===== src/sv/npcm_pkg.sv =====
// Shared types, constants and helper functions for the nearest palette color match block.
package npcm_pkg;

  // Palette size and the number of entries that an 8-bit index can address.
  localparam int PALETTE_DEPTH = 256;
  localparam int INDEX_SPAN    = 256;
  localparam int NUM_CELLS     = (PALETTE_DEPTH < INDEX_SPAN) ? PALETTE_DEPTH : INDEX_SPAN;

  // Field widths.
  localparam int IDX_W   = 8;
  localparam int COMP_W  = 8;
  localparam int SQ_W    = 2 * COMP_W;
  localparam int DIST_W  = 18;
  localparam int COUNT_W = 9;

  // Item kinds carried on the input tuser bit.
  localparam logic FUNC_WRITE    = 1'b0;
  localparam logic FUNC_CLASSIFY = 1'b1;

  // One transaction as it moves along the row of cells, with the running best.
  typedef struct packed {
    logic              valid;
    logic              func;
    logic [IDX_W-1:0]  entry_index;
    logic [COMP_W-1:0] red;
    logic [COMP_W-1:0] green;
    logic [COMP_W-1:0] blue;
    logic              any;
    logic [IDX_W-1:0]  best_idx;
    logic [DIST_W-1:0] best_dist;
  } token_t;

  // Square of the absolute difference of two color components.
  function automatic logic [SQ_W-1:0] sq_diff(input logic [COMP_W-1:0] a,
                                              input logic [COMP_W-1:0] b);
    logic [COMP_W-1:0] d;
    d = (a > b) ? (a - b) : (b - a);
    return SQ_W'(d) * SQ_W'(d);
  endfunction

endpackage


===== src/sv/npcm_cell.sv =====
// One palette cell: holds a single entry, squares the component differences, then updates the running best.
module npcm_cell (
  input  logic                           clk,
  input  logic                           rst_n,
  input  logic                           advance,
  input  logic [npcm_pkg::IDX_W-1:0]     cell_id,
  input  logic [npcm_pkg::COUNT_W-1:0]   entries_in_use,
  input  npcm_pkg::token_t               tok_in,
  output npcm_pkg::token_t               tok_out
);
  import npcm_pkg::*;

  logic [3*COMP_W-1:0] entry_r;
  token_t              tok1_r;
  token_t              tok2_r;
  logic [SQ_W-1:0]     sq_red_r;
  logic [SQ_W-1:0]     sq_green_r;
  logic [SQ_W-1:0]     sq_blue_r;
  logic [DIST_W-1:0]   sum_sq;
  logic                active;
  logic                take;
  token_t              tok2_nxt;

  // Entry load: a write transaction addressed to this cell replaces the entry as it passes.
  always_ff @(posedge clk) begin
    if (advance && tok_in.valid && (tok_in.func == FUNC_WRITE) &&
        (tok_in.entry_index == cell_id)) begin
      entry_r <= {tok_in.red, tok_in.green, tok_in.blue};
    end
  end

  // First stage: register the transaction and the three squared differences.
  always_ff @(posedge clk) begin
    if (!rst_n) begin
      tok1_r.valid <= 1'b0;
    end else if (advance) begin
      tok1_r     <= tok_in;
      sq_red_r   <= sq_diff(entry_r[3*COMP_W-1:2*COMP_W], tok_in.red);
      sq_green_r <= sq_diff(entry_r[2*COMP_W-1:COMP_W], tok_in.green);
      sq_blue_r  <= sq_diff(entry_r[COMP_W-1:0], tok_in.blue);
    end
  end

  // Second stage: sum the squares and keep the better of this entry and the running best.
  always_comb begin
    active   = {1'b0, cell_id} < entries_in_use;
    sum_sq   = DIST_W'(sq_red_r) + DIST_W'(sq_green_r) + DIST_W'(sq_blue_r);
    take     = tok1_r.valid && (tok1_r.func == FUNC_CLASSIFY) && active &&
               (!tok1_r.any || (sum_sq < tok1_r.best_dist));
    tok2_nxt = tok1_r;
    if (take) begin
      tok2_nxt.any       = 1'b1;
      tok2_nxt.best_idx  = cell_id;
      tok2_nxt.best_dist = sum_sq;
    end
  end

  always_ff @(posedge clk) begin
    if (!rst_n) begin
      tok2_r.valid <= 1'b0;
    end else if (advance) begin
      tok2_r <= tok2_nxt;
    end
  end

  assign tok_out = tok2_r;

endmodule


===== config.mk =====
export PLATFORM = sky130hd
export DESIGN_NAME = npcm_cell
export DESIGN_NICKNAME = d
export VERILOG_FILES = /design/src/sv/npcm_pkg.sv /design/src/sv/npcm_cell.sv
export SDC_FILE = /design/constraint.sdc
export NUM_CORES = 1
export LEC_CHECK = 0
export ABC_AREA = 1
export BUFFER_PORTS_ARGS = -buffer_cell sky130_fd_sc_hd__buf_2
export CAP_MARGIN = 20
export CORE_AREA = 2 2 190 192
export CTS_BUF_LIST = sky130_fd_sc_hd__clkbuf_4
export CTS_CLUSTER_DIAMETER = 120
export DETAILED_ROUTE_END_ITERATION = 8
export DIE_AREA = 0 0 192 194
export PLACE_DENSITY = 0.74
export SYNTH_ARGS = -nofsm -noshare
export SYNTH_HDL_FRONTEND = slang
export SYNTH_SLANG_ARGS = --single-unit

===== constraint.sdc =====
create_clock -name clk -period 17.1 [get_ports clk]
set_clock_uncertainty 0.05 [all_clocks]
set_input_delay 3.42 -clock clk [delete_from_list [all_inputs] [get_ports clk]]
set_output_delay 3.42 -clock clk [all_outputs]
set_load 0.01 [all_outputs]

-- Word-level counts from Yosys, hierarchy flattened
Index checks and enable logic that the tools add are counted.
- shifts and indexed selects: 0
- magnitude comparators: 5
- reductions and logical operators: 9
- multipliers: 3
- add/sub/neg operators: 8
- multiplexer cells: 4
- eq/ne operators: 1
- div/mod/pow operators: 0
- bitwise operators: 1
- operators with widths (operator ; count):
    multiplier 8 x 8 -> 16 bit ; 3
    subtractor 8 bit ; 6
    2-to-1 mux 26 bit ; 1
    > comparator 8 bit ; 3
    2-to-1 mux 8 bit ; 3
    adder 17 x 16 -> 18 bit ; 1
    less-than comparator 18 bit ; 1
    adder 16 x 16 -> 17 bit ; 1
    less-than comparator 8 x 9 -> 1 bit ; 1
    equality test 8 bit ; 1
    logical AND 1 bit ; 6
    AND reduction 2 bit ; 1
    logical NOT 1 bit ; 1
    logical OR 1 bit ; 1
    inverter 1 bit ; 1
- memory bits (read-only): 0
- memories: 0
- word-level logic and storage cells: 53
- input bits: 81
- RAM bits: 0
- bits in latches: 0
- flip-flop bits (word level): 194

-- Longest topological paths before layout
- depth after elaboration: 6
- mapped depth: 32
- depth with buffers taken out: 32

-- Worst setup path after synthesis
Ideal clock, no wire load.
- path type: input -> register
- start point: in tok_in[35] (netlist bit)
- end point: reg sq_green_r[14] (data pin)
- cell stages on the path: 26
- data arrival time: 8049 ps
- slack: 8735 ps
- library setup time: 265 ps
- cell sequence: ha_1 inv_1 fa_1 nand3_1 nand3_1 nand2_1 nand2_2 nand2_4 inv_6 nand2_2 nand2_2 inv_1 nand2_1 fa_1 inv_1 fa_1 fa_1 inv_1 fa_1 inv_1 ha_1 a21oi_1 o21ai_0 a21oi_1 o21ai_0 xor2_1
- longest elaborated chain between the ends: 3
- ends and longest elaborated chain (what ; line ; RTL):
    start, declared ; npcm_cell.sv:8 ; input npcm_pkg::token_t tok_in,
    subtractor 8 bit / > comparator 8 bit (equally long branches) ; npcm_pkg.sv:37 ; d = (a > b) ? (a - b) : (b - a);
    2-to-1 mux 8 bit * ; npcm_pkg.sv:37 ;
    multiplier 8 x 8 -> 16 bit * ; npcm_pkg.sv:38 ; return SQ_W'(d) * SQ_W'(d);
    end signal, assigned ; npcm_cell.sv:39 ; sq_green_r <= sq_diff(entry_r[2*COMP_W-1:COMP_W], tok_in.green);
    end, declared ; npcm_cell.sv:17 ; logic [SQ_W-1:0] sq_green_r;
Every way passes the cells marked *; elsewhere a longest branch is shown, timed or not.
A chain may end at the register's enable or synchronous reset.

-- Final worst setup path
Ends and elaborated chain as after synthesis.

==> results.md <==
- Critical path data arrival time: 8.56 ns
- GRT overflow: 0
- H-tree depth: 4
- Min Hold Slack: 0.371 ns
- Total of max-cap violations: 0
- Post-Syn Area: 15700 um2
- CTS Root Cell: clkbuf_4
- CTS tree: yes
- Cell variety after synth: 43
- CTS Buffer Depth: 2
- Slew headroom: 0.316
- Count of state elements after synthesis: 191
- DP Cell Count: 2320
- Die Footprint: 37200 um2
- Worst reg-to-reg path cell count: 27
- Global-route wire length before repair: 52900 um
- Boundary Pins: 142
- Main flop type after synthesis: edfxtp_1
- Cell taking the most area after synthesis: edfxtp_1
- Crit-path max FO: 10
- CTS sink cnt: 191
- RSZ-0062 raised after global routing: no
- Starting DRC count in detailed routing: 485
- Synth area leaders: edfxtp_1 36%, ha_1 14%, fa_1 12%, nand2_1 9.3%, inv_1 8.2%
- Final net count: 2228
- Per-cell routed wire length: 13.5 um
- Dpl hpwl: 25100 um
- Proportion of synthesized area in mux cells: 0
- Register area share after synthesis: 0.364
- Vias per Instance: 4.86
- Outcome: finished clean
- Setup Crit Path Kind: input port to register
- Final WL: 31700 um
- Leak: 0.00869 uW
- PortBufs: 141
- Post-synthesis adder-cell area fraction: 0.261
- Syn Area/Cell: 9.08 um2
- Vias in the first global route: 11400
- EDFF count, synth: 189
- Synth warn: 0
- Yosys top cell area share: 0.362
- Worst-Skew Late Latency: 0.63 ns
- Worst R2R Setup Slack: 11.30 ns
- Largest net degree at the start of global routing: 112
- Setup_tns: 0 ns
- Initial antenna violation count: 1
- Antenna violation net count after detailed routing: 0
- Setup repair bufs after CTS: 0
- CORE AREA: 35200 um2
- Achievable Freq: 0.122 GHz
- Starting Density: 0.446
- Std cell rows: 69
- Hold Buf Count CTS: 0
- Via count: 11400
- P&R area growth vs syn: 9.69%
- Slew Limit Fails: 0
- PD cells: 175 nW/um2
- Synth async-reset ratio: 0
- Fin cells: 2352
- Post-cts sizing count: 0
- Global placement routability congestion: 0.892
- Die width: 192 um
- Simple-Gate Fraction of Synth Area: 0.191
- Synth Area in Compound Gates: 0.0536
- Critical path launch point type: input port
- DR pass1 iterations: 5
- Req. time, crit path: 17.44 ns
- Hold depth: 0
- Hold Crit Start: tok1_r[29]
- Total global-route track usage: 0.175
- CP Capture Type: register
- WHS Endpoint: tok_out[29]
- Layout cells sized above 1: 0.139
- Peak VDD IR: 0.114 mV
- XOR/XNOR Fraction of Synth Area: 0.0374
- Final setup fails: 0
- Worst-Margin Slew: 1.03 ns
- Final hold violation count: 0
- Main combinational cell family by area after synthesis: adder cells
- Clock transition at path regs: 0.18 ns
- Period minus WS final: 8.22 ns
- Syn Inst Count: 1729
- # DRC: 0
- Die Y: 194 um
- Cts bufs inserted: 17
- Period utilization: 0.481
- Worst hold-check path type: register to register
- End-of-flow core utilization: 0.489
- Worst R2R Start: entry_r[8]
- FF-to-FF End: sq_green_r[14]
==> cell usage after synthesis, drive strengths merged, types with 2 or more instances <==
master	count
o21ai	35
nand4	16
a21o	7
dfxtp	2
nor2	132
xnor2	33
and3	3
nand3b	2
xor2	34
inv	358
edfxtp	189
nor3	3
a21oi	82
or2	6
a211oi	3
buf	16
ha	172
o21a	4
conb	2
fa	97
o21bai	12
nand2	430
nand3	85
a21boi	2
==> critical path, cell delays in order <==
cell and delay (ns):
buf_2 0.11, inv_1 0.05, ha_1 0.46, inv_1 0.15, nor2_1 0.19, nand3_2 0.12
nand2_4 0.18, inv_6 0.07, nand2_2 0.10, nand2_2 0.14, inv_1 0.08, nand2_1 0.07
fa_1 0.55, inv_1 0.07, fa_1 0.50, fa_1 0.54, inv_1 0.05, fa_1 0.52
inv_1 0.04, ha_1 0.35, a21oi_1 0.14, o21ai_0 0.09, a21oi_1 0.24, o21ai_0 0.15
xor2_1 0.16
==> layout make-up <==
| type | count | area (um2) |
|---|---|---|
| antenna | 1 | 2.50 |
| clock buffer | 17 | 128 |
| clock inverter | 14 | 170 |
| fill | 3280 | 18000 |
| inverter | 358 | 1360 |
| multi-input combinational | 1166 | 8530 |
| sequential | 191 | 5720 |
| tap | 461 | 577 |
| timing repair buffer | 144 | 728 |
==> flip-flops by register name, indices dropped and copies added (netlist names) <==
name and flops:
tok_out 61, entry_r 24, tok1_r 61, sq_green_r 15, sq_blue_r 15, sq_red_r 15
==> worst max-delay path by stage <==
stage,startpoint,to,slack [ns],cells after the start
after floorplan,tok_in[35],sq_green_r[14],8.74,26
after global placement,tok_in[35],sq_green_r[14],8.40,25
after detailed placement,tok_in[35],sq_green_r[12],8.22,25
after CTS,tok_in[35],sq_green_r[14],8.95,25
after global routing,tok_in[35],sq_green_r[14],8.57,26
final,tok_in[35],sq_green_r[14],8.88,25
==> cells in the final DEF, fill, tap and decap left out, types with 3 or more instances in the layout <==
cell,count
inv_4,4
o21ai_0,28
clkbuf_4,17
and3_1,3
xor2_1,34
inv_1,342
inv_6,9
nor2_4,8
o21a_1,4
a21oi_1,82
nor2_1,113
ha_1,172
inv_2,10
nor2_2,11
nand2_4,15
nand4_1,16
fa_1,97
xnor2_1,33
conb_1,5
nand2_1,390
o21ai_1,4
or2_2,6
nand2_2,25
nand3_1,83
buf_2,141
a21o_1,7
buf_4,3
nor3_1,3
o21bai_1,11
a211oi_1,3
edfxtp_1,189
==> logic make-up after synthesis <==
group	Yosys count
adders and majority gates	269
buffers and inverters	375
xor gates and xnor gates	67
AOI/OAI and AO/OA	148
DFF	191
other	2
and+or+nand+nor	677
==> layer usage <==
metal / track usage / vias up / share of wire
met1: 0.226 / 5350 / 0.45
li1: - / 5761 / -
met3: 0.0328 / 38 / 0.055
met2: 0.302 / 282 / 0.48
met5: 0 / - / 0
met4: 0.0435 / 0 / 0.018
==> report_power, final <==
group | internal, uW | switching [uW]
Combinational | 810 | 1260
Sequential | 653 | 33.0
Clock | 91.5 | 173
Total | 1550 | 1470
==> per-stage QoR <==
stage | instance area, um2 | total power, uW | setup slack [ns]
after floorplan | 15700 | 2300 | 8.74
after global placement | 16900 | 2690 | 8.40
after detailed placement | 16900 | 2760 | 8.22
after CTS | 17200 | 3040 | 8.95
after global routing | 17200 | 3360 | 8.57
final | 17200 | 3020 | 8.88
Power figures use the tool's default switching activity.
